<file path="config.mk">
export PLATFORM = sky130hd
export DESIGN_NAME = camera_reply_frame_parser_flat
export DESIGN_NICKNAME = d
export VERILOG_FILES = /design/src/rtl/crfp_pkg.sv /design/src/rtl/crfp_if.sv /design/src/rtl/crfp_front.sv /design/src/rtl/crfp_queue.sv /design/src/rtl/crfp_back.sv /design/src/rtl/camera_reply_frame_parser.sv /design/src/flat_wrapper.sv
export VERILOG_INCLUDE_DIRS = /design/src /design/src/rtl
export SDC_FILE = /design/constraint.sdc
export NUM_CORES = 1
export LEC_CHECK = 0
export ABC_AREA = 0
export BUFFER_PORTS_ARGS = -buffer_cell sky130_fd_sc_hd__buf_2
export CAP_MARGIN = 20
export CORE_UTILIZATION = 55
export DETAILED_ROUTE_END_ITERATION = 12
export PLACE_DENSITY = 0.74
export RECOVER_POWER = 100
export SETUP_SLACK_MARGIN = 0.5
export SLEW_MARGIN = 20
export SYNTH_ARGS = -nofsm -noshare
export SYNTH_HDL_FRONTEND = slang
export SYNTH_SLANG_ARGS = --single-unit
</file>
<file path="constraint.sdc">
create_clock -name clk -period 4.3 [get_ports clk]
set_input_delay 0.645 -clock clk [delete_from_list [all_inputs] [get_ports clk]]
set_output_delay 0.645 -clock clk [all_outputs]
set_load 0.02 [all_outputs]
</file>
<file path="src/rtl/assert_macros.svh">
// Assertion macros shared by the frame parser RTL.
`ifndef ASSERT_MACROS_SVH
`define ASSERT_MACROS_SVH

`ifndef SYNTH
// Checked on every clock edge once reset has been released.
`define CRFP_ASSERT(lbl, clk, rst, prop) \
  lbl: assert property (@(posedge clk) disable iff (rst) (prop)) \
    else $error("crfp assertion failed");
// Checked on every clock edge, reset included.
`define CRFP_ASSERT_ALWAYS(lbl, clk, prop) \
  lbl: assert property (@(posedge clk) (prop)) \
    else $error("crfp assertion failed");
`else
`define CRFP_ASSERT(lbl, clk, rst, prop)
`define CRFP_ASSERT_ALWAYS(lbl, clk, prop)
`endif

`endif

</file>
<file path="src/rtl/crfp_pkg.sv">
// Package with the types and constants of the camera reply frame parser.
package crfp_pkg;

  localparam int unsigned KIND_W = 2;
  localparam int unsigned BYTE_W = 8;
  localparam int unsigned ID_W = 16;
  localparam int unsigned OUTCOME_W = 3;
  localparam int unsigned CFG_INDEX_W = 3;
  localparam int unsigned CFG_DATA_W = 16;

  localparam int unsigned QUEUE_DEPTH_DEFAULT = 2;

  // Input item kinds.
  localparam logic [KIND_W-1:0] KIND_START = 2'd0;
  localparam logic [KIND_W-1:0] KIND_BYTE = 2'd1;
  localparam logic [KIND_W-1:0] KIND_TICK = 2'd2;

  // Frame bytes.
  localparam logic [BYTE_W-1:0] HDR_A = 8'h55;
  localparam logic [BYTE_W-1:0] HDR_B = 8'hAA;
  localparam logic [BYTE_W-1:0] HDR_C = 8'h11;
  localparam logic [BYTE_W-1:0] HDR_SUM = 8'h10;
  localparam logic [BYTE_W-1:0] CMD_INFO = 8'h29;
  localparam logic [BYTE_W-1:0] CMD_BLOCK = 8'h2A;
  localparam logic [BYTE_W-1:0] INFO_MIN_LEN = 8'd2;
  localparam logic [BYTE_W-1:0] BLOCK_MIN_LEN = 8'd10;
  localparam logic [BYTE_W-1:0] INFO_LO_IDX = 8'd0;
  localparam logic [BYTE_W-1:0] INFO_HI_IDX = 8'd1;
  localparam logic [BYTE_W-1:0] BLOCK_LO_IDX = 8'd8;
  localparam logic [BYTE_W-1:0] BLOCK_HI_IDX = 8'd9;

  // Configuration register indexes.
  localparam logic [CFG_INDEX_W-1:0] CFG_FRAME_TIMEOUT = 3'd0;
  localparam logic [CFG_INDEX_W-1:0] CFG_MAX_COUNT = 3'd1;
  localparam logic [CFG_INDEX_W-1:0] CFG_MAX_LENGTH = 3'd2;
  localparam logic [CFG_INDEX_W-1:0] CFG_ID_MIN = 3'd3;
  localparam logic [CFG_INDEX_W-1:0] CFG_ID_MAX = 3'd4;

  // Register reset values.
  localparam logic [15:0] RST_FRAME_TIMEOUT = 16'd25;
  localparam logic [15:0] RST_MAX_COUNT = 16'd100;
  localparam logic [7:0] RST_MAX_LENGTH = 8'd12;
  localparam logic [15:0] RST_ID_MIN = 16'd1;
  localparam logic [15:0] RST_ID_MAX = 16'd6;

  typedef enum logic [1:0] {
    OP_START = 2'd0,
    OP_BYTE = 2'd1,
    OP_TICK = 2'd2
  } op_t;

  typedef enum logic [OUTCOME_W-1:0] {
    OUT_FOUND = 3'd0,
    OUT_NONE = 3'd1,
    OUT_TIMEOUT = 3'd2,
    OUT_BADSUM = 3'd3,
    OUT_TOOLONG = 3'd4,
    OUT_BADINFO = 3'd5,
    OUT_BADCOUNT = 3'd6
  } outcome_t;

  typedef enum logic [4:0] {
    ST_SYNC = 5'b00001,
    ST_LEN = 5'b00010,
    ST_CMD = 5'b00100,
    ST_BODY = 5'b01000,
    ST_CHK = 5'b10000
  } stage_t;

  // Classified item passed from the front end to the parser.
  typedef struct packed {
    op_t op;
    logic [BYTE_W-1:0] data;
  } item_t;

  typedef struct packed {
    logic [15:0] frame_timeout_ticks;
    logic [15:0] max_result_count;
    logic [7:0] max_content_length;
    logic [15:0] id_min;
    logic [15:0] id_max;
  } cfg_t;

endpackage

</file>
<file path="src/rtl/crfp_if.sv">
// Channel interfaces of the camera reply frame parser.
interface crfp_in_if;
  logic valid;
  logic ready;
  logic [crfp_pkg::KIND_W-1:0] kind;
  logic [crfp_pkg::BYTE_W-1:0] rx_byte;
  modport source (output valid, output kind, output rx_byte, input ready);
  modport sink (input valid, input kind, input rx_byte, output ready);
endinterface

interface crfp_out_if;
  logic valid;
  logic ready;
  logic [crfp_pkg::ID_W-1:0] box_id;
  logic [crfp_pkg::OUTCOME_W-1:0] outcome;
  modport source (output valid, output box_id, output outcome, input ready);
  modport sink (input valid, input box_id, input outcome, output ready);
endinterface

interface crfp_cfg_if;
  logic valid;
  logic ready;
  logic [crfp_pkg::CFG_INDEX_W-1:0] index;
  logic [crfp_pkg::CFG_DATA_W-1:0] data;
  modport source (output valid, output index, output data, input ready);
  modport sink (input valid, input index, input data, output ready);
endinterface

</file>
<file path="src/rtl/crfp_front.sv">
// Front end: accepts input beats and classifies them into parser operations.
module crfp_front (
  crfp_in_if.sink in_ch,
  input logic push_ready,
  output logic push,
  output crfp_pkg::item_t push_item
);
  import crfp_pkg::*;

  logic accept;

  assign in_ch.ready = push_ready;
  assign accept = in_ch.valid && push_ready;

  // Kind 3 carries no work and is dropped here.
  always_comb begin
    push_item.data = in_ch.rx_byte;
    push_item.op = OP_START;
    push = 1'b0;
    case (in_ch.kind)
      KIND_START: begin
        push_item.op = OP_START;
        push = accept;
      end
      KIND_BYTE: begin
        push_item.op = OP_BYTE;
        push = accept;
      end
      KIND_TICK: begin
        push_item.op = OP_TICK;
        push = accept;
      end
      default: begin
        push = 1'b0;
      end
    endcase
  end

endmodule

</file>
<file path="src/rtl/crfp_queue.sv">
// Short queue of classified items between the front end and the parser.
`include "assert_macros.svh"
module crfp_queue #(
  parameter int unsigned DEPTH = crfp_pkg::QUEUE_DEPTH_DEFAULT
) (
  input logic clk,
  input logic rst,
  input logic push,
  input crfp_pkg::item_t push_item,
  output logic push_ready,
  input logic pop,
  output logic pop_valid,
  output crfp_pkg::item_t pop_item
);
  import crfp_pkg::*;

  localparam int unsigned PTR_W = (DEPTH > 1) ? $clog2(DEPTH) : 1;
  localparam int unsigned CNT_W = $clog2(DEPTH + 1);
  localparam logic [PTR_W-1:0] LAST = PTR_W'(DEPTH - 1);

  item_t slots [DEPTH];
  logic [PTR_W-1:0] wr_ptr;
  logic [PTR_W-1:0] rd_ptr;
  logic [CNT_W-1:0] count;

  assign push_ready = (count != CNT_W'(DEPTH));
  assign pop_valid = (count != '0);
  assign pop_item = slots[rd_ptr];

  always_ff @(posedge clk) begin
    if (push) begin
      slots[wr_ptr] <= push_item;
    end
  end

  always_ff @(posedge clk) begin
    if (rst) begin
      wr_ptr <= '0;
      rd_ptr <= '0;
      count <= '0;
    end else begin
      if (push) begin
        wr_ptr <= (wr_ptr == LAST) ? '0 : wr_ptr + 1'b1;
      end
      if (pop) begin
        rd_ptr <= (rd_ptr == LAST) ? '0 : rd_ptr + 1'b1;
      end
      if (push && !pop) begin
        count <= count + 1'b1;
      end else if (pop && !push) begin
        count <= count - 1'b1;
      end
    end
  end

  `CRFP_ASSERT(a_count_bound, clk, rst, count <= CNT_W'(DEPTH))
  `CRFP_ASSERT(a_count_up, clk, rst, (push && !pop) |=> (count == $past(count) + 1'b1))
  `CRFP_ASSERT(a_pop_when_held, clk, rst, pop |-> pop_valid)

endmodule

</file>
<file path="src/rtl/crfp_back.sv">
// Back end: frame parser, transaction control and the result register.
`include "assert_macros.svh"
module crfp_back (
  input logic clk,
  input logic rst,
  input crfp_pkg::cfg_t cfg,
  input logic q_valid,
  input crfp_pkg::item_t q_item,
  output logic pop,
  crfp_out_if.source out_ch
);
  import crfp_pkg::*;

  stage_t stage, stage_next;
  logic busy, busy_next;
  logic [1:0] header_matched, header_matched_next;
  logic [7:0] frame_length, frame_length_next;
  logic [7:0] frame_command, frame_command_next;
  logic [7:0] content_index, content_index_next;
  logic [7:0] running_sum, running_sum_next;
  logic [15:0] info_count, info_count_next;
  logic [15:0] block_id, block_id_next;
  logic expecting_info, expecting_info_next;
  logic [15:0] blocks_left, blocks_left_next;
  logic [15:0] elapsed_ticks, elapsed_ticks_next;

  logic out_valid;
  logic [ID_W-1:0] out_id;
  outcome_t out_code;

  logic finish;
  logic restart;
  logic [ID_W-1:0] res_id;
  outcome_t res_code;
  logic [7:0] want;
  logic [7:0] b;
  logic [7:0] sum_add;
  logic [7:0] idx_inc;
  logic [15:0] ticks_inc;
  logic [15:0] left_dec;

  assign pop = q_valid && (!out_valid || out_ch.ready);
  assign b = q_item.data;
  assign sum_add = running_sum + b;
  assign idx_inc = content_index + 8'd1;
  assign ticks_inc = (elapsed_ticks != 16'hFFFF) ? elapsed_ticks + 16'd1 : elapsed_ticks;
  assign left_dec = blocks_left - 16'd1;

  always_comb begin
    case (header_matched)
      2'd0: want = HDR_A;
      2'd1: want = HDR_B;
      default: want = HDR_C;
    endcase
  end

  always_comb begin
    stage_next = stage;
    busy_next = busy;
    header_matched_next = header_matched;
    frame_length_next = frame_length;
    frame_command_next = frame_command;
    content_index_next = content_index;
    running_sum_next = running_sum;
    info_count_next = info_count;
    block_id_next = block_id;
    expecting_info_next = expecting_info;
    blocks_left_next = blocks_left;
    elapsed_ticks_next = elapsed_ticks;
    finish = 1'b0;
    restart = 1'b0;
    res_id = '0;
    res_code = OUT_FOUND;

    if (pop) begin
      case (q_item.op)
        OP_START: begin
          busy_next = 1'b1;
          restart = 1'b1;
          info_count_next = '0;
          block_id_next = '0;
          expecting_info_next = 1'b1;
          blocks_left_next = '0;
        end
        OP_BYTE: begin
          if (busy) begin
            case (stage)
              ST_SYNC: begin
                if (b == want && header_matched >= 2'd2) begin
                  header_matched_next = '0;
                  running_sum_next = HDR_SUM;
                  stage_next = ST_LEN;
                  if (expecting_info) begin
                    info_count_next = '0;
                  end else begin
                    block_id_next = '0;
                  end
                end else if (b == want) begin
                  header_matched_next = header_matched + 2'd1;
                end else begin
                  header_matched_next = (b == HDR_A) ? 2'd1 : 2'd0;
                end
              end
              ST_LEN: begin
                frame_length_next = b;
                running_sum_next = sum_add;
                stage_next = ST_CMD;
              end
              ST_CMD: begin
                frame_command_next = b;
                running_sum_next = sum_add;
                if (frame_length > cfg.max_content_length) begin
                  finish = 1'b1;
                  res_code = OUT_TOOLONG;
                end else begin
                  content_index_next = '0;
                  stage_next = (frame_length == '0) ? ST_CHK : ST_BODY;
                end
              end
              ST_BODY: begin
                running_sum_next = sum_add;
                if (expecting_info) begin
                  if (content_index == INFO_LO_IDX) begin
                    info_count_next = {info_count[15:8], b};
                  end else if (content_index == INFO_HI_IDX) begin
                    info_count_next = {b, info_count[7:0]};
                  end
                end else begin
                  if (content_index == BLOCK_LO_IDX) begin
                    block_id_next = {block_id[15:8], b};
                  end else if (content_index == BLOCK_HI_IDX) begin
                    block_id_next = {b, block_id[7:0]};
                  end
                end
                content_index_next = idx_inc;
                if (idx_inc >= frame_length) begin
                  stage_next = ST_CHK;
                end
              end
              ST_CHK: begin
                if (b != running_sum) begin
                  finish = 1'b1;
                  res_code = OUT_BADSUM;
                end else if (expecting_info) begin
                  if (frame_command != CMD_INFO || frame_length < INFO_MIN_LEN) begin
                    finish = 1'b1;
                    res_code = OUT_BADINFO;
                  end else if (info_count == '0 || info_count > cfg.max_result_count) begin
                    finish = 1'b1;
                    res_code = OUT_BADCOUNT;
                  end else begin
                    expecting_info_next = 1'b0;
                    blocks_left_next = info_count;
                    restart = 1'b1;
                  end
                end else if (frame_command == CMD_BLOCK && frame_length >= BLOCK_MIN_LEN &&
                             block_id >= cfg.id_min && block_id <= cfg.id_max) begin
                  finish = 1'b1;
                  res_code = OUT_FOUND;
                  res_id = block_id;
                end else begin
                  blocks_left_next = left_dec;
                  if (left_dec == '0) begin
                    finish = 1'b1;
                    res_code = OUT_NONE;
                  end else begin
                    restart = 1'b1;
                  end
                end
              end
              default: begin
                stage_next = ST_SYNC;
              end
            endcase
          end
        end
        OP_TICK: begin
          if (busy) begin
            elapsed_ticks_next = ticks_inc;
            if (ticks_inc >= cfg.frame_timeout_ticks) begin
              finish = 1'b1;
              res_code = OUT_TIMEOUT;
            end
          end
        end
        default: begin
          busy_next = busy;
        end
      endcase
    end

    if (finish) begin
      busy_next = 1'b0;
    end
    if (finish || restart) begin
      stage_next = ST_SYNC;
      header_matched_next = '0;
      frame_length_next = '0;
      frame_command_next = '0;
      content_index_next = '0;
      running_sum_next = '0;
      elapsed_ticks_next = '0;
    end
  end

  always_ff @(posedge clk) begin
    if (rst) begin
      stage <= ST_SYNC;
      busy <= 1'b0;
      header_matched <= '0;
      frame_length <= '0;
      frame_command <= '0;
      content_index <= '0;
      running_sum <= '0;
      info_count <= '0;
      block_id <= '0;
      expecting_info <= 1'b1;
      blocks_left <= '0;
      elapsed_ticks <= '0;
      out_valid <= 1'b0;
    end else begin
      stage <= stage_next;
      busy <= busy_next;
      header_matched <= header_matched_next;
      frame_length <= frame_length_next;
      frame_command <= frame_command_next;
      content_index <= content_index_next;
      running_sum <= running_sum_next;
      info_count <= info_count_next;
      block_id <= block_id_next;
      expecting_info <= expecting_info_next;
      blocks_left <= blocks_left_next;
      elapsed_ticks <= elapsed_ticks_next;
      if (finish) begin
        out_valid <= 1'b1;
      end else if (out_ch.ready) begin
        out_valid <= 1'b0;
      end
    end
  end

  always_ff @(posedge clk) begin
    if (finish) begin
      out_id <= res_id;
      out_code <= res_code;
    end
  end

  assign out_ch.valid = out_valid;
  assign out_ch.box_id = out_id;
  assign out_ch.outcome = out_code;

  `CRFP_ASSERT(a_idle_parser_clear, clk, rst,
    !busy |-> (stage == ST_SYNC && elapsed_ticks == '0 && header_matched == '0))
  `CRFP_ASSERT(a_id_only_when_found, clk, rst,
    (out_valid && out_code != OUT_FOUND) |-> (out_id == '0))
  `CRFP_ASSERT(a_result_ends_transaction, clk, rst, $rose(out_valid) |-> !busy)

endmodule

</file>
<file path="src/rtl/camera_reply_frame_parser.sv">
// Top level of the camera reply frame parser: front end, queue, parser and registers.
//
// A start beat opens a transaction, abandoning any transaction already running; received
// byte beats are then parsed as frames 55 AA 11 len cmd content chk, where chk is the low
// eight bits of the sum of all earlier frame bytes, and millisecond tick beats count towards
// a per-frame timeout. The first frame must be an info frame giving the result count; block
// frames follow, and the first block ID inside [id_min, id_max] ends the transaction. Each
// transaction ends with exactly one result beat carrying the block ID (zero unless found)
// and an outcome code. Bytes and ticks that arrive while no transaction runs are dropped,
// as are beats of kind 3. The block takes one input beat per clock cycle: the front end
// classifies each beat in the cycle it is accepted and writes it into a short queue, and the
// parser retires one queued item per cycle, its result going to an output register. The
// parser only stalls when that register holds a result that has not been taken, and the
// input stalls only once the queue (QUEUE_DEPTH entries) has filled up behind it. A beat
// reaches its result through a queue slot and then the output register. Configuration writes
// are always taken and should only be made while no transaction is in flight.
module camera_reply_frame_parser #(
  parameter int unsigned QUEUE_DEPTH = crfp_pkg::QUEUE_DEPTH_DEFAULT
) (
  input logic clk,
  input logic rst,
  crfp_in_if.sink in_ch,
  crfp_out_if.source out_ch,
  crfp_cfg_if.sink cfg
);
  import crfp_pkg::*;

  // Register file. Writes to indexes beyond the list are accepted and have no effect.
  cfg_t cfg_regs;

  assign cfg.ready = 1'b1;

  always_ff @(posedge clk) begin
    if (rst) begin
      cfg_regs.frame_timeout_ticks <= RST_FRAME_TIMEOUT;
      cfg_regs.max_result_count <= RST_MAX_COUNT;
      cfg_regs.max_content_length <= RST_MAX_LENGTH;
      cfg_regs.id_min <= RST_ID_MIN;
      cfg_regs.id_max <= RST_ID_MAX;
    end else if (cfg.valid) begin
      case (cfg.index)
        CFG_FRAME_TIMEOUT: cfg_regs.frame_timeout_ticks <= cfg.data;
        CFG_MAX_COUNT: cfg_regs.max_result_count <= cfg.data;
        CFG_MAX_LENGTH: cfg_regs.max_content_length <= cfg.data[7:0];
        CFG_ID_MIN: cfg_regs.id_min <= cfg.data;
        CFG_ID_MAX: cfg_regs.id_max <= cfg.data;
        default: begin
          cfg_regs <= cfg_regs;
        end
      endcase
    end
  end

  // Front end to queue.
  logic push;
  logic push_ready;
  item_t push_item;

  // Queue to parser.
  logic pop;
  logic q_valid;
  item_t q_item;

  crfp_front u_front (
    .in_ch(in_ch),
    .push_ready(push_ready),
    .push(push),
    .push_item(push_item)
  );

  crfp_queue #(
    .DEPTH(QUEUE_DEPTH)
  ) u_queue (
    .clk(clk),
    .rst(rst),
    .push(push),
    .push_item(push_item),
    .push_ready(push_ready),
    .pop(pop),
    .pop_valid(q_valid),
    .pop_item(q_item)
  );

  // The parser holds all transaction state and owns the result register.
  crfp_back u_back (
    .clk(clk),
    .rst(rst),
    .cfg(cfg_regs),
    .q_valid(q_valid),
    .q_item(q_item),
    .pop(pop),
    .out_ch(out_ch)
  );

endmodule

</file>
<file path="src/flat_wrapper.sv">
// flat-port wrapper written by rule: the top's interface ports become plain ports
module camera_reply_frame_parser_flat import crfp_pkg::*;
#(
  parameter int unsigned QUEUE_DEPTH = crfp_pkg::QUEUE_DEPTH_DEFAULT
)
  (clk, rst, in_ch_valid, in_ch_kind, in_ch_rx_byte, in_ch_ready, out_ch_valid, out_ch_box_id, out_ch_outcome, out_ch_ready, cfg_valid, cfg_index, cfg_data, cfg_ready);
  crfp_in_if in_ch_i ();
  crfp_out_if out_ch_i ();
  crfp_cfg_if cfg_i ();
  input logic clk;
  input logic rst;
  input wire logic [$bits(in_ch_i.valid)-1:0] in_ch_valid;
  input wire logic [$bits(in_ch_i.kind)-1:0] in_ch_kind;
  input wire logic [$bits(in_ch_i.rx_byte)-1:0] in_ch_rx_byte;
  output wire logic [$bits(in_ch_i.ready)-1:0] in_ch_ready;
  output wire logic [$bits(out_ch_i.valid)-1:0] out_ch_valid;
  output wire logic [$bits(out_ch_i.box_id)-1:0] out_ch_box_id;
  output wire logic [$bits(out_ch_i.outcome)-1:0] out_ch_outcome;
  input wire logic [$bits(out_ch_i.ready)-1:0] out_ch_ready;
  input wire logic [$bits(cfg_i.valid)-1:0] cfg_valid;
  input wire logic [$bits(cfg_i.index)-1:0] cfg_index;
  input wire logic [$bits(cfg_i.data)-1:0] cfg_data;
  output wire logic [$bits(cfg_i.ready)-1:0] cfg_ready;
  assign in_ch_i.valid = in_ch_valid;
  assign in_ch_i.kind = in_ch_kind;
  assign in_ch_i.rx_byte = in_ch_rx_byte;
  assign in_ch_ready = in_ch_i.ready;
  assign out_ch_valid = out_ch_i.valid;
  assign out_ch_box_id = out_ch_i.box_id;
  assign out_ch_outcome = out_ch_i.outcome;
  assign out_ch_i.ready = out_ch_ready;
  assign cfg_i.valid = cfg_valid;
  assign cfg_i.index = cfg_index;
  assign cfg_i.data = cfg_data;
  assign cfg_ready = cfg_i.ready;
  camera_reply_frame_parser #(.QUEUE_DEPTH(QUEUE_DEPTH)) u_core (.clk(clk), .rst(rst), .in_ch(in_ch_i), .out_ch(out_ch_i), .cfg(cfg_i));
endmodule
</file>
Word level (Yosys, flattened, before mapping) --
Memories as Yosys holds them, arrays and structs flattened. A register that Yosys moved wholly into a read port is not among the register bits. Cells that the tools add are included.
Cells by class: reductions and logical operators 53, bitwise logic cells 5, mux-type cells 90, eq/ne operators 45, magnitude comparators 9, add/sub/neg operators 9
Operator list (count):
- 16-bit two-way mux | 20
- 16-bit one-hot mux with 2 select lines | 5
- 8-bit one-hot mux with 2 select lines | 3
- 3-bit != test (second input constant) | 14
- 1-bit two-way mux | 36
- 16-bit >= comparator | 2
- 16-bit logical NOT | 2
- 5-bit one-hot mux with 5 select lines | 1
- 8-bit AND reduction | 3
- 5-bit two-way mux | 4
- 3-bit two-way mux | 6
- 9-bit AND reduction | 2
- 16-bit by 1-bit adder with 16-bit output (second input constant) | 1
- 8-bit by 4-bit equality test with 1-bit output (second input constant) | 2
- 16-bit > comparator | 1
- 16-bit <= comparator | 1
- 8-bit logical NOT | 2
- 8-bit two-way mux | 2
- 16-bit != test (second input constant) | 1
- 16-bit by 1-bit subtractor with 16-bit output (second input constant) | 1
- 5-bit AND reduction | 3
- 2-bit != test (second input constant) | 7
- 2-bit two-way mux | 6
- 3-bit one-hot mux with 2 select lines | 2
- other kinds (43) | 84
Storage, ports and cells: register bits 201, bits of input ports 34, output and inout port bits 22, word-level logic and storage cells 237, memories 1, RAM bits 20
Memories:
- u_core.u_queue.slots | depth 2, bits a word 10, rd ports 1, clocked after Yosys merged registers in 1, write ports 1, RTL line crfp_queue.sv:21 | item_t slots [DEPTH];

Longest topological paths before layout --
word-level depth 13, gate-level depth with buffers 20, depth with buffers taken out 17

By module --
Synthesis repeated with hierarchy kept, for this count alone.
Second synthesis, totals: cell total of the unflattened synthesis 1370, area total of the unflattened synthesis 12535.8 µm²
By module, submodules not included:
- crfp_back | times used 1, cells an instance 1038, area each 8615.8 µm²
- camera_reply_frame_parser | times used 1, cells an instance 266, area each 2902.8 µm²
- crfp_queue | times used 1, cells an instance 53, area each 925.9 µm²
- crfp_front | times used 1, cells an instance 13, area each 91.3 µm²

Least setup slack after synthesis --
Ideal clock, no wire load.
kind register to register, from register u_core.u_back.elapsed_ticks[0], to register u_core.u_back.stage[0], stages on the path, launching flop included 19, slack 0.308 ns, period minus slack after synthesis 3.992 ns, buffers on the path 2, library setup time 0.124 ns, arrival time 3.867 ns, cells stage by stage dfxtp_1 -> ha_1 -> nand3_1 -> nor3_1 -> and3_1 -> clkbuf_1 -> and3_1 -> nor3_1 -> xor2_1 -> ha_1 -> a2111oi_0 -> nand2_1 -> a31oi_1 -> o21ai_0 -> o2111ai_1 -> nor3b_1 -> a211o_1 -> buf_4 -> a2111o_1
Between the ends: word-level cells in the longest chain between the ends 9, elaborated cells on any way between the ends 10
RTL lines:
- from (decl) | RTL line crfp_back.sv:25 | logic [15:0] elapsed_ticks, elapsed_ticks_next;
- from (signal assigned) | RTL line crfp_back.sv:233 | elapsed_ticks <= elapsed_ticks_next;
- 16-bit by 1-bit adder with 16-bit output or 16-bit != test (tied branches) | RTL line crfp_back.sv:46 | assign ticks_inc = (elapsed_ticks != 16'hFFFF) ? elapsed_ticks + 16'd1 : elapsed_ticks;
- 16-bit two-way mux (*) | RTL line crfp_back.sv:46
- via u_core.u_back.ticks_inc[7] | RTL line crfp_back.sv:39 | logic [15:0] ticks_inc;
- 16-bit >= comparator (*) | RTL line crfp_back.sv:180 | if (ticks_inc >= cfg.frame_timeout_ticks) begin
- 1-bit two-way mux (*) | RTL line crfp_back.sv:180
- 1-bit two-way mux (*) | RTL line crfp_back.sv:178 | if (busy) begin
- 1-bit one-hot mux with 2 select lines (*) | RTL line crfp_back.sv:76 | case (q_item.op)
- 1-bit two-way mux (*) | RTL line crfp_back.sv:75 | if (pop) begin
- 1-bit logical OR (*) | RTL line crfp_back.sv:195 | if (finish || restart) begin
- 2-bit OR reduction (no line) (*)
- to (signal assigned) | RTL line crfp_back.sv:222 | stage <= stage_next;
- to (decl) | RTL line crfp_back.sv:14 | stage_t stage, stage_next;
Mark *: on every way through the listed nets, which the timed path passes. The rest lies on a longest branch. A chain may end at the register's enable or synchronous reset.

Worst setup path after layout --
from register u_core.u_back.elapsed_ticks[8], to register u_core.u_back.out_id[14], in the netlist u_core.u_back.out_ch.box_id[14], enable pin
Between the ends: word-level cells in the longest chain between the ends 7, elaborated cells on any way between the ends 8
RTL lines:
- 16-bit by 1-bit adder with 16-bit output or 16-bit != test (tied branches) | RTL line crfp_back.sv:46
- 16-bit two-way mux (*) | RTL line crfp_back.sv:46
- via u_core.u_back.ticks_inc[8] | RTL line crfp_back.sv:39
- 16-bit >= comparator (*) | RTL line crfp_back.sv:180
- 1-bit two-way mux (*) | RTL line crfp_back.sv:180
- 1-bit two-way mux (*) | RTL line crfp_back.sv:178
- 1-bit one-hot mux with 2 select lines (*) | RTL line crfp_back.sv:76
- 1-bit two-way mux (*) | RTL line crfp_back.sv:75
- via u_core.u_back.finish | RTL line crfp_back.sv:31 | logic finish;
- to (signal assigned) | RTL line crfp_back.sv:244 | out_id <= res_id;
- to (decl) | RTL line crfp_back.sv:28 | logic [ID_W-1:0] out_id;
Marked as above.

==> results.cfg <==
[timing]
finalSetupViolations = 0
worstMarginPinSlew_ns = 2.00
rsz0062_at_grt = true
fin_setup_tns_ns = 0
timing.slew.headroom_pct = -33.4
final_hold_viol_count = 0
skew_ns = 0.0204
timing.fmax_ghz = 0.250
fin_crit_sh_pct = 93.1
slew_viol_final = 138
period_needed_ns = 4.00

[worst_setup_path]
rr_worst_depth = 19
r2r-start = u_core.u_back.elapsed_ticks[8]
crit_start = u_core.u_back.elapsed_ticks[8]
crit_chain = nand4_1 > clkbuf_1 > nor3_1 > and3_2 > and3_4 > buf_6 > nor3_4 > nand3_1 > xnor2_1 > ha_1 > nand2_1 > nor3_1 > o211ai_1 > o21ai_2 > o2111ai_1 > a21oi_1 > a21oi_1 > clkinv_1 > buf_12
arrival_ns = 4.24
required_ns = 4.53
crit_family = simple AND/OR/NAND/NOR gates
crit_path_top_delay_cell = dfxtp_4
path_buf_inv = 4
r2r_slack_ns = 0.30
r2r_end = u_core.u_back.out_ch.box_id[14]
criticalPathCategory = reg -> reg
critPathLaunchType = flop
path_max_fanout = 19
slowest_delay_ns = 0.36
crit_end = u_core.u_back.out_ch.box_id[14]
worst-path-stages = 19
cp-end-kind = flop

[global_routing]
grt_pass1_wl_um = 52600
grt_pass1_vias = 10200
grt_overflow = 0
grt_start_max_net_pins = 87
grt_antenna_before_repair = 0
grt_usage_pct = 28.4

[logic_synthesis]
syn_inst = 1479
synth_fp_nets = 1614
synthMuxAreaShare_pct = 2.98
synth_flop_cell = dfxtp_1
synth_area_um2 = 12400
synthArstFlopShare_pct = 0
yosysTopAreaCell = dfxtp_1
synth_area_per_cell_um2 = 8.37
synth.top_cell.area_share_pct = 29.6
ys_warn_count = 0
synthSimpleGateAreaFrac_pct = 23.3
synth_top_family_by_area = simple AND/OR/NAND/NOR gates
ys_seq_area_share_pct = 39.1
synthDistinctLibCells = 73
synth_compound_area_share_pct = 15.2
synth_edf_count = 39
synthAdderAreaFrac_pct = 10.3
synthXorXnorAreaFrac_pct = 2.97
synth.area.top_cells = dfxtp_1 (30%), ha_1 (10%), edfxtp_1 (9.5%)
ys_ff_latch = 222

[place]
gp_congestion = 0.904
port_buffers = 54
hpwl_um = 23200
dpl_cell_area_um2 = 12900

[cells_and_area]
final_cell_mix = nand2_1 (213), dfxtp_1 (176), a21oi_1 (144)
synthToLayoutAreaGrowth_pct = 15.8
n_antenna_cell = 0
final_area_um2 = 14300
multi_input_area_um2 = 7120
finalNetCount = 1674
n_fill_cell = 1774
regArea_um2 = 4850
drive_gt1_share_pct = 11.6
final_common_cell = nand2_1

[floorplan]
die_y_um = 152
core_area_um2 = 22000
start_util_pct = 56.4
rows = 54
dieArea_um2 = 23100
pin_count = 56
die_w_um = 152

[clock_tree]
clkTransAtPathRegs_ns = 0.06
clk_path_buf_depth = 3
cts_buffers = 25
h-tree-depth = 1
clk_latency_ns = 0.54
cts_tree = yes
cts-root-buf = clkbuf_16
cts_sinks = 222

[detailed_routing]
finalWirelength_um = 35100
vias_per_cell = 6.03
drt-initial-drc-count = 921
drt_first_pass_iters = 10
wl_per_cell_um = 19.1
drc = 6
ant_nets = 0
via_count = 11100

[outcome]
outcome = finished with violations
violations = DRC, capacitance limit, slew limit

[worst_hold_path]
hold_class = in -> reg

[power]
powerDensity_nw_per_um2 = 377
peakVddDrop_mv = 0.542
p_leak_nw = 5.42

[job]
drv_cap = 2
==> per-stage QoR <==
stage / hold slack (ns) / power, W / setup slack [ns] / util (%) / instances
floorplan: 0.436 / 0.00284 / 0.436 / - / 1479
global placement: 0.442 / 0.00312 / 0.241 / 58.8 / 1767
detailed placement: 0.447 / 0.00313 / 0.116 / 58.8 / 1767
CTS: 0.298 / 0.00537 / 0.504 / 63.6 / 1820
global route: 0.298 / 0.00557 / 0.152 / 65.3 / 1838
finish: 0.304 / 0.00540 / 0.295 / 65.3 / 1838
==> cell families after synthesis <==
family,Yosys count
simple gates,590
compound gates,302
flops,222
buf+inv,187
fa+ha+maj,101
xor+xnor,42
mux,34
other cells,1
==> per-layer routing <==
layer	routed length [um]	GRT usage [%]
met4	1230	10.7
met3	2770	5.48
met1	14700	36.4
met2	16400	47.4
met5	0	0
==> worst min-delay path by stage <==
stage / startpoint / to / slack, ns / depth (start not counted)
final: in_ch_rx_byte[1] / u_core.u_queue.slots[1][1] / 0.30 / 1
after CTS: in_ch_rx_byte[3] / u_core.u_queue.slots[1][3] / 0.30 / 1
after global routing: in_ch_rx_byte[1] / u_core.u_queue.slots[1][1] / 0.30 / 1
after detailed placement: u_core.cfg_regs[5] / u_core.cfg_regs[5] / 0.45 / 2
after global placement: u_core.cfg_regs[36] / u_core.cfg_regs[36] / 0.44 / 2
after floorplan: u_core.cfg_regs[10] / u_core.cfg_regs[10] / 0.44 / 2
==> report_power, final <==
part / internal (W) / total [W] / switching, W
logic: 0.000304 / 0.000916 / 0.000611
clock network: 0.00135 / 0.00224 / 0.000892
registers: 0.00218 / 0.00224 / 0.0000666
==> worst reg2reg max path, cell delays in order, from the launching register on <==
cell,delay (ns)
dfxtp_4,0.36
nand4_1,0.14
clkbuf_1,0.12
nor3_1,0.06
and3_2,0.22
and3_4,0.19
buf_6,0.12
nor3_4,0.24
nand3_1,0.15
xnor2_1,0.17
ha_1,0.31
nand2_1,0.07
nor3_1,0.23
o211ai_1,0.16
o21ai_2,0.23
o2111ai_1,0.20
a21oi_1,0.36
a21oi_1,0.11
clkinv_1,0.10
buf_12,0.16
==> cell usage after synthesis, types with 4 or more instances <==
library cell / instances
a31oi_1: 8
nor4_1: 13
buf_2: 14
o211ai_1: 5
nand3_1: 42
clkbuf_1: 48
mux2i_1: 31
or3_1: 17
a211oi_1: 7
nand2_1: 214
nor2b_1: 13
nor2_1: 89
a211o_1: 7
a22oi_1: 10
ha_1: 100
nand4_1: 19
buf_6: 5
o32ai_1: 4
or4_1: 7
nor3b_1: 5
and2_1: 19
o21a_1: 11
dfxtp_1: 183
a21oi_1: 145
o31ai_1: 15
nor3_1: 71
nand3b_1: 23
xnor2_1: 22
inv_1: 110
a21o_1: 5
nand2b_1: 26
o21ai_0: 48
edfxtp_1: 39
xor2_1: 20
buf_1: 5
and3_1: 19
==> registers in the layout, summed over array words and instances (netlist names), 8 cells and up, named ones only <==
name	flops
u_core.u_back.out_ch.box_id	16
u_core.u_back.content_index	8
u_core.u_back.block_id	16
u_core.u_queue.slots	20
u_core.u_back.info_count	16
u_core.u_back.frame_command	8
u_core.u_back.running_sum	8
u_core.u_back.blocks_left	16
u_core.u_back.frame_length	8
u_core.u_back.elapsed_ticks	16
u_core.cfg_regs	72
==> what timing repair did <==
item | in CTS | in global routing
gates resized for setup | 27 | 82
endpoints found under the setup margin | 76 | 110
pin swaps | 9 | 46
buffers inserted | 6 | 14
cloned | 1 | 4
hold buffers | 0 | 0
==> final cells by class <==
class	count	area share [%]
multi-input combinational	1071	49.6
tap	280	2.44
clock buffer	29	4.62
inverter	113	2.96
clock inverter	17	1.37
timing repair buffer	106	5.16
sequential	222	33.8
Note: power is estimated with default switching activity, not from simulation.
